$ cat config.mk
export PLATFORM = sky130hd
export DESIGN_NAME = edf_task_select_with_dvfs_top
export DESIGN_NICKNAME = d
export VERILOG_FILES = /design/src/edf_pkg.sv /design/src/edf_task_select_with_dvfs_top.sv
export SDC_FILE = /design/constraint.sdc
export NUM_CORES = 2
export LEC_CHECK = 0
export BUFFER_PORTS_ARGS = -buffer_cell sky130_fd_sc_hd__buf_2
export CAP_MARGIN = 20
export CORE_MARGIN = 2
export CORE_UTILIZATION = 62
export CTS_CLUSTER_SIZE = 20
export DETAILED_ROUTE_END_ITERATION = 16
export MAX_ROUTING_LAYER = met4
export PLACE_DENSITY = 0.81
export SYNTH_ARGS = -nofsm -noshare
export SYNTH_HDL_FRONTEND = slang
export SYNTH_SLANG_ARGS = --single-unit
$ cat constraint.sdc
create_clock -name i_clk -period 15.6 [get_ports i_clk]
set_input_delay 2.34 -clock i_clk [delete_from_list [all_inputs] [get_ports i_clk]]
set_output_delay 2.34 -clock i_clk [all_outputs]
set_load 0.01 [all_outputs]
$ cat src/edf_pkg.sv
// shared types and constants of the edf task picker with frequency choice
// no dependencies; used by the top level and its checker
package edf_pkg;

    // sequencer states
    typedef enum logic [2:0] {
        S_IDLE,
        S_WALK,
        S_SORT_INIT,
        S_SORT_SCAN,
        S_SORT_SWAP,
        S_DEC_SUM,
        S_DEC_MARGIN,
        S_DEC_CMP
    } t_state;

    // item commands
    localparam logic CMD_LOAD  = 1'b0;
    localparam logic CMD_SCHED = 1'b1;

    // register map (index taken from paddr[2])
    localparam logic REG_MARGIN = 1'b0;

    localparam int        MARGIN_W     = 20;
    localparam logic [19:0] MARGIN_RESET = 20'd10000;
    localparam int        FIELD_TIME_W = 40;
    localparam int        MASK_W       = 8;

endpackage

$ cat src/edf_task_select_with_dvfs_top.sv
// edf task picker with a two-level frequency choice, top level
// depends on edf_pkg; a single shared adder and comparator under a small sequencer
//
// usage
//   command channel: an item is taken at a clock edge with start high and busy low.
//   a load item (i_cmd = 0) writes the deadline and run times of task i_task_index
//   in that same edge, produces no result and leaves busy low.
//   a schedule item (i_cmd = 1) walks all tasks, sorts the ready queue by
//   absolute deadline and picks the frequency; the result shows for one cycle
//   with o_done high, and busy drops in that same cycle.
//   steps of a schedule item: the walk over all TASK_COUNT tasks (one task per
//   cycle through the shared adder), then for a queue of n >= 2 entries the
//   selection sort (one queue read and one deadline compare per scan cycle), then
//   the decision states S_DEC_SUM, S_DEC_MARGIN and S_DEC_CMP, then o_done.
//   the next item may start in the cycle o_done is high.
//   the receiver cannot stall: o_done is a one-cycle strobe.
//   config: apb write with paddr[2] = 0 sets margin_us; pready is always high;
//   write only while idle.
//   reset (synchronous, active low) clears all tables, the queue, the totals,
//   selects low frequency and sets margin_us to 10000.
module edf_task_select_with_dvfs_top
    import edf_pkg::*;
#(
    parameter int TASK_COUNT = 8,
    parameter int TIME_BITS  = 40
) (
    input  logic        i_clk,
    input  logic        i_rst_n,
    // command channel
    input  logic        start,
    output logic        busy,
    input  logic        i_cmd,
    input  logic [2:0]  i_task_index,
    input  logic [39:0] i_rel_deadline,
    input  logic [39:0] i_exec_fast,
    input  logic [39:0] i_exec_slow,
    input  logic [7:0]  i_alive_mask,
    input  logic [39:0] i_now_us,
    input  logic [39:0] i_idle_us,
    // result strobe
    output logic        o_done,
    output logic [2:0]  o_chosen_task,
    output logic        o_high_freq,
    output logic [39:0] o_active_fast_total,
    output logic [39:0] o_active_slow_total,
    output logic [39:0] o_idle_total,
    // apb config port
    input  logic        psel,
    input  logic        penable,
    input  logic        pwrite,
    input  logic [2:0]  paddr,
    input  logic [31:0] pwdata,
    output logic [31:0] prdata,
    output logic        pready
);

    localparam int IDX_W = (TASK_COUNT > 1) ? $clog2(TASK_COUNT) : 1;
    localparam int CNT_W = $clog2(TASK_COUNT + 1);
    // wide enough for slow + now + margin without loss
    localparam int SUM_W = TIME_BITS + 2;

    // task tables
    logic [TIME_BITS-1:0]  r_rel_tab  [TASK_COUNT];
    logic [TIME_BITS-1:0]  r_fast_tab [TASK_COUNT];
    logic [TIME_BITS-1:0]  r_slow_tab [TASK_COUNT];
    logic [TIME_BITS-1:0]  r_abs_dl   [TASK_COUNT];
    logic [TASK_COUNT-1:0] r_was_ready;
    logic [IDX_W-1:0]      r_queue    [TASK_COUNT];

    // sequencer and datapath registers
    t_state               r_state, n_state;
    logic [IDX_W-1:0]     r_i, n_i;
    logic [IDX_W-1:0]     r_j, n_j;
    logic [CNT_W-1:0]     r_cnt, n_cnt;
    logic [IDX_W-1:0]     r_best_idx, n_best_idx;
    logic [IDX_W-1:0]     r_best_task, n_best_task;
    logic [TIME_BITS-1:0] r_best_dl, n_best_dl;
    logic [IDX_W-1:0]     r_qi, n_qi;
    logic [SUM_W-1:0]     r_sum, n_sum;
    logic                 r_fast_ok, n_fast_ok;
    logic                 r_freq, n_freq;
    logic                 r_done, n_done;
    logic [2:0]           r_chosen, n_chosen;
    logic [MASK_W-1:0]    r_mask;
    logic [TIME_BITS-1:0] r_now;
    logic [TIME_BITS-1:0] r_idle;
    logic [TIME_BITS-1:0] r_fast_acc;
    logic [TIME_BITS-1:0] r_slow_acc;
    logic [TIME_BITS-1:0] r_idle_acc;
    logic [MARGIN_W-1:0]  r_margin;

    // handshake decode
    logic w_accept;
    logic w_ld_ok;
    logic [IDX_W-1:0] w_ld_idx;
    logic w_cfg_wr;

    // shared read ports
    logic [IDX_W-1:0]     w_head;
    logic                 w_dec;
    logic [IDX_W-1:0]     w_tab_idx;
    logic [IDX_W-1:0]     w_q_rd_addr;
    logic [IDX_W-1:0]     w_q_rd;
    logic [IDX_W-1:0]     w_dl_addr;
    logic [TIME_BITS-1:0] w_dl_rd;
    logic [TIME_BITS-1:0] w_rel_rd;
    logic [TIME_BITS-1:0] w_fast_rd;
    logic [TIME_BITS-1:0] w_slow_rd;

    // walk step decode
    logic [4:0] w_i_ext;
    logic       w_alive;
    logic       w_new;
    logic       w_gone;

    // the shared adder and comparator
    logic [SUM_W-1:0] w_add_a, w_add_b, w_sum;
    logic [SUM_W-1:0] w_cmp_a, w_cmp_b;
    logic             w_gt;

    assign busy     = (r_state != S_IDLE);
    assign w_accept = start && !busy;
    assign w_ld_ok  = (5'(i_task_index) < 5'(TASK_COUNT));
    assign w_ld_idx = IDX_W'(i_task_index);
    assign w_cfg_wr = psel && penable && pwrite && pready;

    assign pready = 1'b1;
    assign prdata = (paddr[2] == REG_MARGIN) ? 32'(r_margin) : 32'd0;

    // table reads go to the walk index, or to the queue head while deciding
    assign w_head    = r_queue[0];
    assign w_dec     = (r_state == S_DEC_SUM) || (r_state == S_DEC_MARGIN)
                    || (r_state == S_DEC_CMP);
    assign w_tab_idx = w_dec ? w_head : r_i;
    assign w_rel_rd  = r_rel_tab[w_tab_idx];
    assign w_fast_rd = r_fast_tab[w_tab_idx];
    assign w_slow_rd = r_slow_tab[w_tab_idx];

    // one queue read a cycle: tail during the walk, start or scan slot during the sort
    always_comb begin
        case (r_state)
            S_WALK:      w_q_rd_addr = IDX_W'(r_cnt - CNT_W'(1));
            S_SORT_INIT: w_q_rd_addr = r_i;
            S_SORT_SCAN: w_q_rd_addr = r_j;
            default:     w_q_rd_addr = '0;
        endcase
    end
    assign w_q_rd    = r_queue[w_q_rd_addr];
    assign w_dl_addr = w_dec ? w_head : w_q_rd;
    assign w_dl_rd   = r_abs_dl[w_dl_addr];

    // alive bits exist for the first eight tasks only
    assign w_i_ext = 5'(r_i);
    assign w_alive = (w_i_ext < 5'd8) && r_mask[w_i_ext[2:0]];
    assign w_new   = w_alive && !r_was_ready[r_i];
    assign w_gone  = !w_alive && r_was_ready[r_i];

    // operand selection for the shared adder and comparator
    always_comb begin
        w_add_a = '0;
        w_add_b = '0;
        w_cmp_a = '0;
        w_cmp_b = '0;
        case (r_state)
            S_WALK: begin
                if (w_new) begin
                    // absolute deadline of a newly ready task
                    w_add_a = SUM_W'(r_now);
                    w_add_b = SUM_W'(w_rel_rd);
                end else if (r_freq) begin
                    w_add_a = SUM_W'(r_fast_acc);
                    w_add_b = SUM_W'(w_fast_rd);
                end else begin
                    w_add_a = SUM_W'(r_slow_acc);
                    w_add_b = SUM_W'(w_slow_rd);
                end
            end
            S_SORT_SCAN: begin
                w_cmp_a = SUM_W'(r_best_dl);
                w_cmp_b = SUM_W'(w_dl_rd);
            end
            S_DEC_SUM: begin
                w_add_a = SUM_W'(w_slow_rd);
                w_add_b = SUM_W'(r_now);
            end
            S_DEC_MARGIN: begin
                w_add_a = r_sum;
                w_add_b = SUM_W'(r_margin);
                // slow time worth it: fast > slow / 2
                w_cmp_a = SUM_W'(w_fast_rd);
                w_cmp_b = SUM_W'(w_slow_rd >> 1);
            end
            S_DEC_CMP: begin
                w_add_a = SUM_W'(r_idle_acc);
                w_add_b = SUM_W'(r_idle);
                // deadline still met at slow speed plus margin
                w_cmp_a = SUM_W'(w_dl_rd);
                w_cmp_b = r_sum;
            end
            default: begin
                w_add_a = '0;
            end
        endcase
    end

    assign w_sum = w_add_a + w_add_b;
    assign w_gt  = (w_cmp_a > w_cmp_b);

    // sequencer
    always_comb begin
        n_state     = r_state;
        n_i         = r_i;
        n_j         = r_j;
        n_cnt       = r_cnt;
        n_best_idx  = r_best_idx;
        n_best_task = r_best_task;
        n_best_dl   = r_best_dl;
        n_qi        = r_qi;
        n_sum       = r_sum;
        n_fast_ok   = r_fast_ok;
        n_freq      = r_freq;
        n_done      = 1'b0;
        n_chosen    = r_chosen;
        case (r_state)
            S_IDLE: begin
                if (w_accept && i_cmd == CMD_SCHED) begin
                    n_state = S_WALK;
                    n_i     = '0;
                end
            end
            S_WALK: begin
                if (w_new && r_cnt < CNT_W'(TASK_COUNT)) begin
                    n_cnt = r_cnt + CNT_W'(1);
                end else if (w_gone && r_cnt != '0) begin
                    n_cnt = r_cnt - CNT_W'(1);
                end
                if (r_i == IDX_W'(TASK_COUNT - 1)) begin
                    n_i = '0;
                    if (n_cnt >= CNT_W'(2)) begin
                        n_state = S_SORT_INIT;
                    end else begin
                        n_state = S_DEC_SUM;
                    end
                end else begin
                    n_i = r_i + IDX_W'(1);
                end
            end
            S_SORT_INIT: begin
                n_best_idx  = r_i;
                n_best_task = w_q_rd;
                n_best_dl   = w_dl_rd;
                n_qi        = w_q_rd;
                n_j         = r_i + IDX_W'(1);
                n_state     = S_SORT_SCAN;
            end
            S_SORT_SCAN: begin
                // strict compare keeps the first minimum
                if (w_gt) begin
                    n_best_idx  = r_j;
                    n_best_task = w_q_rd;
                    n_best_dl   = w_dl_rd;
                end
                if (CNT_W'(r_j) + CNT_W'(1) == r_cnt) begin
                    n_state = S_SORT_SWAP;
                end else begin
                    n_j = r_j + IDX_W'(1);
                end
            end
            S_SORT_SWAP: begin
                if (CNT_W'(r_i) + CNT_W'(2) < r_cnt) begin
                    n_i     = r_i + IDX_W'(1);
                    n_state = S_SORT_INIT;
                end else begin
                    n_state = S_DEC_SUM;
                end
            end
            S_DEC_SUM: begin
                n_sum   = w_sum;
                n_state = S_DEC_MARGIN;
            end
            S_DEC_MARGIN: begin
                n_sum     = w_sum;
                n_fast_ok = w_gt;
                n_state   = S_DEC_CMP;
            end
            S_DEC_CMP: begin
                n_freq   = !(r_fast_ok && w_gt);
                n_chosen = 3'(w_head);
                n_done   = 1'b1;
                n_state  = S_IDLE;
            end
            default: begin
                n_state = S_IDLE;
            end
        endcase
    end

    always_ff @(posedge i_clk) begin
        if (!i_rst_n) begin
            r_state     <= S_IDLE;
            r_i         <= '0;
            r_j         <= '0;
            r_cnt       <= '0;
            r_freq      <= 1'b0;
            r_done      <= 1'b0;
            r_chosen    <= '0;
            r_fast_acc  <= '0;
            r_slow_acc  <= '0;
            r_idle_acc  <= '0;
            r_margin    <= MARGIN_RESET;
            r_was_ready <= '0;
            for (int k = 0; k < TASK_COUNT; k++) begin
                r_rel_tab[k]  <= '0;
                r_fast_tab[k] <= '0;
                r_slow_tab[k] <= '0;
                r_abs_dl[k]   <= '0;
                r_queue[k]    <= '0;
            end
        end else begin
            r_state     <= n_state;
            r_i         <= n_i;
            r_j         <= n_j;
            r_cnt       <= n_cnt;
            r_freq      <= n_freq;
            r_done      <= n_done;
            r_chosen    <= n_chosen;

            if (w_cfg_wr && paddr[2] == REG_MARGIN) begin
                r_margin <= pwdata[MARGIN_W-1:0];
            end

            if (w_accept && i_cmd == CMD_LOAD && w_ld_ok) begin
                r_rel_tab[w_ld_idx]  <= TIME_BITS'(i_rel_deadline);
                r_fast_tab[w_ld_idx] <= TIME_BITS'(i_exec_fast);
                r_slow_tab[w_ld_idx] <= TIME_BITS'(i_exec_slow);
            end

            if (r_state == S_WALK) begin
                if (w_new) begin
                    r_was_ready[r_i] <= 1'b1;
                    r_abs_dl[r_i]    <= TIME_BITS'(w_sum);
                    if (r_cnt < CNT_W'(TASK_COUNT)) begin
                        r_queue[IDX_W'(r_cnt)] <= r_i;
                    end
                end else if (w_gone) begin
                    r_was_ready[r_i] <= 1'b0;
                    // tail moves to the head, vacated slot reads as task 0
                    if (r_cnt != '0) begin
                        if (r_cnt != CNT_W'(1)) begin
                            r_queue[0] <= w_q_rd;
                        end
                        r_queue[w_q_rd_addr] <= '0;
                    end
                    if (r_freq) begin
                        r_fast_acc <= TIME_BITS'(w_sum);
                    end else begin
                        r_slow_acc <= TIME_BITS'(w_sum);
                    end
                end
            end

            if (r_state == S_SORT_SWAP) begin
                if (r_best_idx != r_i) begin
                    r_queue[r_best_idx] <= r_qi;
                end
                r_queue[r_i] <= r_best_task;
            end

            if (r_state == S_DEC_CMP) begin
                r_idle_acc <= TIME_BITS'(w_sum);
            end
        end
    end

    // payload registers without reset
    always_ff @(posedge i_clk) begin
        r_best_idx  <= n_best_idx;
        r_best_task <= n_best_task;
        r_best_dl   <= n_best_dl;
        r_qi        <= n_qi;
        r_sum       <= n_sum;
        r_fast_ok   <= n_fast_ok;
        if (w_accept && i_cmd == CMD_SCHED) begin
            r_mask <= i_alive_mask;
            r_now  <= TIME_BITS'(i_now_us);
            r_idle <= TIME_BITS'(i_idle_us);
        end
    end

    // result ports
    assign o_done              = r_done;
    assign o_chosen_task       = r_chosen;
    assign o_high_freq         = r_freq;
    assign o_active_fast_total = FIELD_TIME_W'(r_fast_acc);
    assign o_active_slow_total = FIELD_TIME_W'(r_slow_acc);
    assign o_idle_total        = FIELD_TIME_W'(r_idle_acc);

endmodule

Word level (Yosys, flattened, before mapping)
Memories as Yosys holds them, arrays and structs flattened.
Cells that the tools add are included.
- register bits after elaboration: 346
- latch bits: 0
- RAM bits: 1304
- ROM bits: 0
- input port bits: 253
- output and inout bits: 159
- logic and storage cells: 206
- memories: 5
- add/subtract/negate cells: 7
- multipliers: 0
- divide/modulo/power cells: 0
- order comparisons: 7
- equality and inequality tests: 17
- shift-type cells: 0
- mux-type cells: 100
- bitwise operators: 8
- reduce and logical (&&, ||, !) cells: 41
- memories (memory ; words ; bits a word ; rd ports ; clocked after Yosys merged registers in ; write ports ; RTL line ; RTL):
    r_abs_dl ; 8 ; 40 ; 1 ; 0 ; 8 ; edf_task_select_with_dvfs_top.sv:66 ; logic [TIME_BITS-1:0] r_abs_dl [TASK_COUNT];
    r_fast_tab ; 8 ; 40 ; 1 ; 0 ; 8 ; edf_task_select_with_dvfs_top.sv:64 ; logic [TIME_BITS-1:0] r_fast_tab [TASK_COUNT];
    r_rel_tab ; 8 ; 40 ; 1 ; 0 ; 8 ; edf_task_select_with_dvfs_top.sv:63 ; logic [TIME_BITS-1:0] r_rel_tab [TASK_COUNT];
    r_slow_tab ; 8 ; 40 ; 1 ; 0 ; 8 ; edf_task_select_with_dvfs_top.sv:65 ; logic [TIME_BITS-1:0] r_slow_tab [TASK_COUNT];
    r_queue ; 8 ; 3 ; 2 ; 0 ; 8 ; edf_task_select_with_dvfs_top.sv:68 ; logic [IDX_W-1:0] r_queue [TASK_COUNT];
- operator list (kind ; number):
    two-way mux 40 bit ; 9
    case mux 42 bit (4 select lines) ; 1
    case mux 40 bit (4 select lines) ; 1
    OR reduction 40 bit ; 4
    case mux 42 bit (3 select lines) ; 1
    case mux 40 bit (3 select lines) ; 1
    case mux 40 bit (2 select lines) ; 1
    two-way mux 3 bit ; 26
    two-way mux 1 bit ; 45
    adder 42 bit ; 1
    > comparator 42 bit ; 1
    case mux 3 bit (8 select lines) ; 1
    two-way mux 20 bit ; 1
    case mux 3 bit (2 select lines) ; 3
    case mux 3 bit (3 select lines) ; 2
    two-way mux 8 bit ; 2
    == test 3 bit, second input constant ; 5
    logical AND 1 bit ; 13
    two-way mux 4 bit ; 3
    != test 2 bit, second input constant ; 6
    OR reduction 3 bit ; 4
    AND 8 bit ; 1
    less-than comparator 3 x 4 -> 1 bit, second input constant ; 2
    inverter 8 bit ; 1
    other kinds (29) ; 45

Longest topological paths before layout
- depth after elaboration: 13
- gate-level depth with buffers: 27
- gate-level depth less buffers: 21

Worst setup path before layout
OpenSTA, ideal clock, no wires.
- kind: in2reg
- start: input i_cmd
- end: memory r_fast_tab[3][0], enable pin
- setup time: 0.765 ns
- arrival: 11.436 ns
- required time: 14.835 ns
- path slack: 3.399 ns
- cell stages on the path: 4
- path buffers: 1
- cell sequence: nand4b_1 or2_2 clkbuf_1 o21ai_0
- RTL lines (element ; RTL line ; RTL):
    start: declaration ; edf_task_select_with_dvfs_top.sv:32 ; input logic i_cmd,
    end: declaration ; edf_task_select_with_dvfs_top.sv:64 ;

Final worst setup path
- start: register r_state[1]
- end: register r_sum[36] (data pin)
- word-level cells in the longest chain between the ends: 9
- elaborated cells between the ends (all ways): 15
- those cells by class: 1 x add/sub; 4 x eq/ne; 5 x mux; 2 x reduce/logical; 3 x memory
- ends and longest elaborated chain (element ; RTL line ; RTL):
    start: declaration ; edf_task_select_with_dvfs_top.sv:71 ; t_state r_state, n_state;
    start signal: assignment ; edf_task_select_with_dvfs_top.sv:320 ; r_state <= n_state;
    == test 3 bit ; edf_task_select_with_dvfs_top.sv:132, edf_task_select_with_dvfs_top.sv:164 ;
    logical OR 1 bit ; edf_task_select_with_dvfs_top.sv:132 ; assign w_dec = (r_state == S_DEC_SUM) || (r_state == S_DEC_MARGIN)
    logical OR 1 bit ; edf_task_select_with_dvfs_top.sv:133 ; || (r_state == S_DEC_CMP);
    two-way mux 3 bit ; edf_task_select_with_dvfs_top.sv:134 ; assign w_tab_idx = w_dec ? w_head : r_i;
    memory (8 x 40 bit), on equally long branches ; n/a ;
    two-way mux 40 bit ; edf_task_select_with_dvfs_top.sv:170 ; end else if (r_freq) begin
    two-way mux 40 bit ; edf_task_select_with_dvfs_top.sv:166 ; if (w_new) begin
    case mux 40 bit (4 select lines) ; edf_task_select_with_dvfs_top.sv:164 ; case (r_state)
    adder 42 bit (*) ; edf_task_select_with_dvfs_top.sv:206 ; assign w_sum = w_add_a + w_add_b;
    via w_sum[36] ; edf_task_select_with_dvfs_top.sv:117 ; logic [SUM_W-1:0] w_add_a, w_add_b, w_sum;
    end signal: assignment ; edf_task_select_with_dvfs_top.sv:381 ; r_sum <= n_sum;
    end: declaration ; edf_task_select_with_dvfs_top.sv:79 ; logic [SUM_W-1:0] r_sum, n_sum;
Mark *: on every way through the listed nets, which the timed path passes. The rest lies on a longest branch.
A chain may end at the register's enable or synchronous reset.

==> results.txt <==
----------------------------------------------------
[Status]
  Result of the run ... completed

[GRT]
  Antenna violations before repair ... between 50 and 60
  Overall Global Routing Usage ... 37.2%
  Total congestion overflow after global routing ... 0
  Global-route wire length before repair ... approximately 340000 um
  Number of global-route vias before repair ... between 50000 and 60000
  Largest net degree at the start of global routing ... 151

[Logic synthesis]
  Flip-flop cell with the highest count after synthesis ... sky130_fd_sc_hd__edfxtp_1
  Netlist area before placement ... 79100 um^2
  Ys Warns ... 0
  Number of distinct library cells after synthesis ... 83
  Number of instances in the synthesized netlist ... between 6000 and 7000
  Count of flip-flops with a built-in enable after synthesis ... 1484
  Fraction of synthesis flops using an asynchronous set or reset pin ... 0%
  Sequential area share after synthesis ... between 60% and 70%
  Average instance area after synthesis ... ~13 um^2
  Flip-flop and latch count after synthesis ... approximately 1700

[Setup path]
  Buffering stage count on the worst path with inverters included ... 4
  Critical path start-end classification ... reg -> reg
  Data required time of the worst path ... ~16000 ps
  Critical path's most frequent cell ... sky130_fd_sc_hd__buf_12
  Type of origin of the critical path ... flop
  Largest fanout on the critical path ... 84
  Largest delay share family, worst path ... compound AO/OA/AOI/OAI gates
  Arr. time, crit path ... just under 10000 ps
  Crit path cell chain ... o21ai_2 -> mux2i_4 -> buf_12 -> buf_12 -> buf_4 -> mux4_2 -> mux2i_1 -> mux2_2 -> o21ai_0 -> a21oi_1 -> nor2_1 -> ha_1 -> and4_1 -> and3_1 -> nand2_1 -> a2111oi_2 -> nor3_2 -> a31oi_4 -> a41oi_2 -> xor2_1 -> inv_1
  Type of element capturing the critical path ... flop
  Worst path max stage delay ... around 800 ps
  Worst-path cell with the longest stage delay ... sky130_fd_sc_hd__buf_4

[Routing]
  Via density ... approximately 6.5
  Number of routed nets with antenna violations ... 0
  Initial DRC count ... 7543
  Post-detailed-routing wire length ... 238000 um
  Routed via count ... about 53000
  First-pass DRT Iterations ... 6
  Post-DR wirelength/cell ... about 29 um
  DR DRC count ... 0

[Place]
  Routability cong. ... between 0.9 and 1
  Total cell area at the placement stage ... 82500 um^2
  Final HPWL DP ... around 150000 um
  I/O Buffers ... between 300 and 400

[Clock tree]
  Clock buffer count from CTS ... 169
  Post-CTS sizing ... 0
  Clock transition at the register clock pins on the worst setup and hold paths after CTS ... around 60 ps
  Number of hold buffers added after cts ... 0
  Cell at the root of the clock tree ... sky130_fd_sc_hd__clkbuf_16
  Clock sink count ... between 1500 and 2000
  Clock latency on the worst-skew pair ... slightly above 800 ps
  Post-CTS Repair Setup Buffers ... 0
  CTS tree ... done
  Buffer levels on the longest clock path ... 3
  Number of H-tree levels ... 4

[Power]
  Leak ... roughly 33 nW
  Cell Pwr Density ... 112 nW/um^2
  Maximum vdd ir drop ... 0.114 mV

[Timing]
  Share of the cycle needed by the critical path after routing ... between 50% and 60%
  Number of pins exceeding their max-slew limit in the final report ... 0
  Total Negative Setup Slacks ... 0 ps
  Headroom to the max-slew limit ... approximately 14%
  # setup viols final ... 0
  Clock skew after layout ... 57.7 ps
  Actual slew at the worst max-slew pin ... ~1300 ps
  Achievable Freq ... 110 MHz
  Hold Vio Cnt, Final ... 0
  Final critical-path required period ... between 9000 and 10000 ps
  Setup repair after global routing missed its margin ... no

[Die]
  I/O pin cnt ... 412
  Number of cell rows ... between 100 and 150
  Height of the die ... about 360 um
  Area of the placeable core ... ~130000 um^2
  Die X-Extent ... 361 um
  Initial Utilization ... 62.2%
  Floorplan die area ... around 130000 um^2

[Worst hold path]
  Class of the tightest hold or removal check ... reg -> reg

[Layout]
  Final cell area excluding filler cells ... a little under 90000 um^2
  Fillers ... approximately 8500
  Most common cell after layout, fill and taps aside ... sky130_fd_sc_hd__edfxtp_1
  Layout cells sized above 1 ... between 10% and 20%
  Syn-to-layout area delta ... 11.5%
  Nets ... around 6700
  Commonest cells after routing, fill and taps aside ... sky130_fd_sc_hd__edfxtp_1 (1484), sky130_fd_sc_hd__and2_1 (1055), sky130_fd_sc_hd__nand2_1 (480), sky130_fd_sc_hd__mux2i_1 (436), sky130_fd_sc_hd__nor2_1 (417)

[Job]
  Max-capacitance violation count ... 0

----------------------------------------------------
flip-flops by register name (all words and copies together) (netlist names), 4 cells and up, named ones only:
name                 flops
r_best_dl               40
r_rel_tab              320
r_abs_dl               320
o_idle_total            40
r_slow_tab             320
r_fast_tab             320
r_queue                 24
r_idle                  40
r_cnt                    4
o_active_fast_total     40
r_mask                   8
o_active_slow_total     40
r_margin                20
r_now                   40
r_sum                   42
worst paths after layout:
kind            endpoint  slack (ps)  cells past startpoint        from
max reg2reg    r_sum[36]        6510                     21  r_state[1]
min          o_high_freq         440                      1   r_fast_ok
max            r_sum[36]        6510                     21  r_state[1]
min reg2reg  o_high_freq         440                      1   r_fast_ok
Yosys cell counts, types with 45 or more instances:
cell type	n	area share, %
sky130_fd_sc_hd__buf_2	48	0.30
sky130_fd_sc_hd__edfxtp_1	1484	56
sky130_fd_sc_hd__nor2b_1	45	0.36
sky130_fd_sc_hd__a21o_1	66	0.63
sky130_fd_sc_hd__clkbuf_1	357	1.7
sky130_fd_sc_hd__dfxtp_1	166	4.2
sky130_fd_sc_hd__inv_1	68	0.32
sky130_fd_sc_hd__mux4_2	244	6.9
sky130_fd_sc_hd__nor2_1	423	2.0
sky130_fd_sc_hd__mux2_2	66	0.94
sky130_fd_sc_hd__mux2i_1	439	5.6
sky130_fd_sc_hd__o21ai_0	309	2.0
sky130_fd_sc_hd__a22oi_1	46	0.44
sky130_fd_sc_hd__nand2_1	491	2.3
sky130_fd_sc_hd__a21oi_1	136	0.86
sky130_fd_sc_hd__nand3_1	103	0.65
sky130_fd_sc_hd__ha_1	95	1.5
sky130_fd_sc_hd__and2_1	1055	8.3
stage by stage:
stage	hold slack [ps]	worst slack [ps]	power [mW]	util [%]	cells
after floorplan	408	3400	5.61	-	6146
after global placement	406	6470	5.89	64.8	7829
after detailed placement	419	6390	5.92	64.9	7834
after CTS	427	6330	9.87	69.2	8145
after global routing	454	6070	10.1	69.4	8198
final	444	6510	9.89	69.4	8206
cell families (layout without fill, tap and decap cells):
logic type / count (synthesis) / in the layout / share of synthesized area (%)
adders and majority gates: 96 / 96 / 1.53
AOI/OAI and AO/OA: 817 / 817 / 6.54
other: 2 / 64 / 0.00949
buffers and inverters: 546 / 893 / 2.86
and+or+nand+nor: 2232 / 2232 / 14.6
DFF: 1650 / 1650 / 60.5
xor gates and xnor gates: 43 / 43 / 0.476
muxes: 749 / 749 / 13.4
final cells by class:
class	instances	area (um^2)	share of cell area, %
diodes	51	128	0.145
multi-input cells	3950	29400	33.3
repair buffers	510	2970	3.37
clock inverters	88	983	1.11
inverters	72	270	0.306
flip-flops and latches	1650	47900	54.3
well taps	1662	2080	2.36
clock buffers	223	4530	5.14
where the power goes:
part           total (mW)  internal, mW  leakage (nW)  switching [mW]
Combinational       0.845         0.286          14.1           0.560
Sequential           5.01          4.96          16.5          0.0479
Clock                4.03          2.26          2.67            1.78
metal layers:
metal / track usage (%) / wire, um
met2: 55.7 / 110000
met1: 46.7 / 85200
met4: 20.9 / 13900
met5: - / 0
met3: 9.43 / 28500
(Power assumes the default switching activity.)
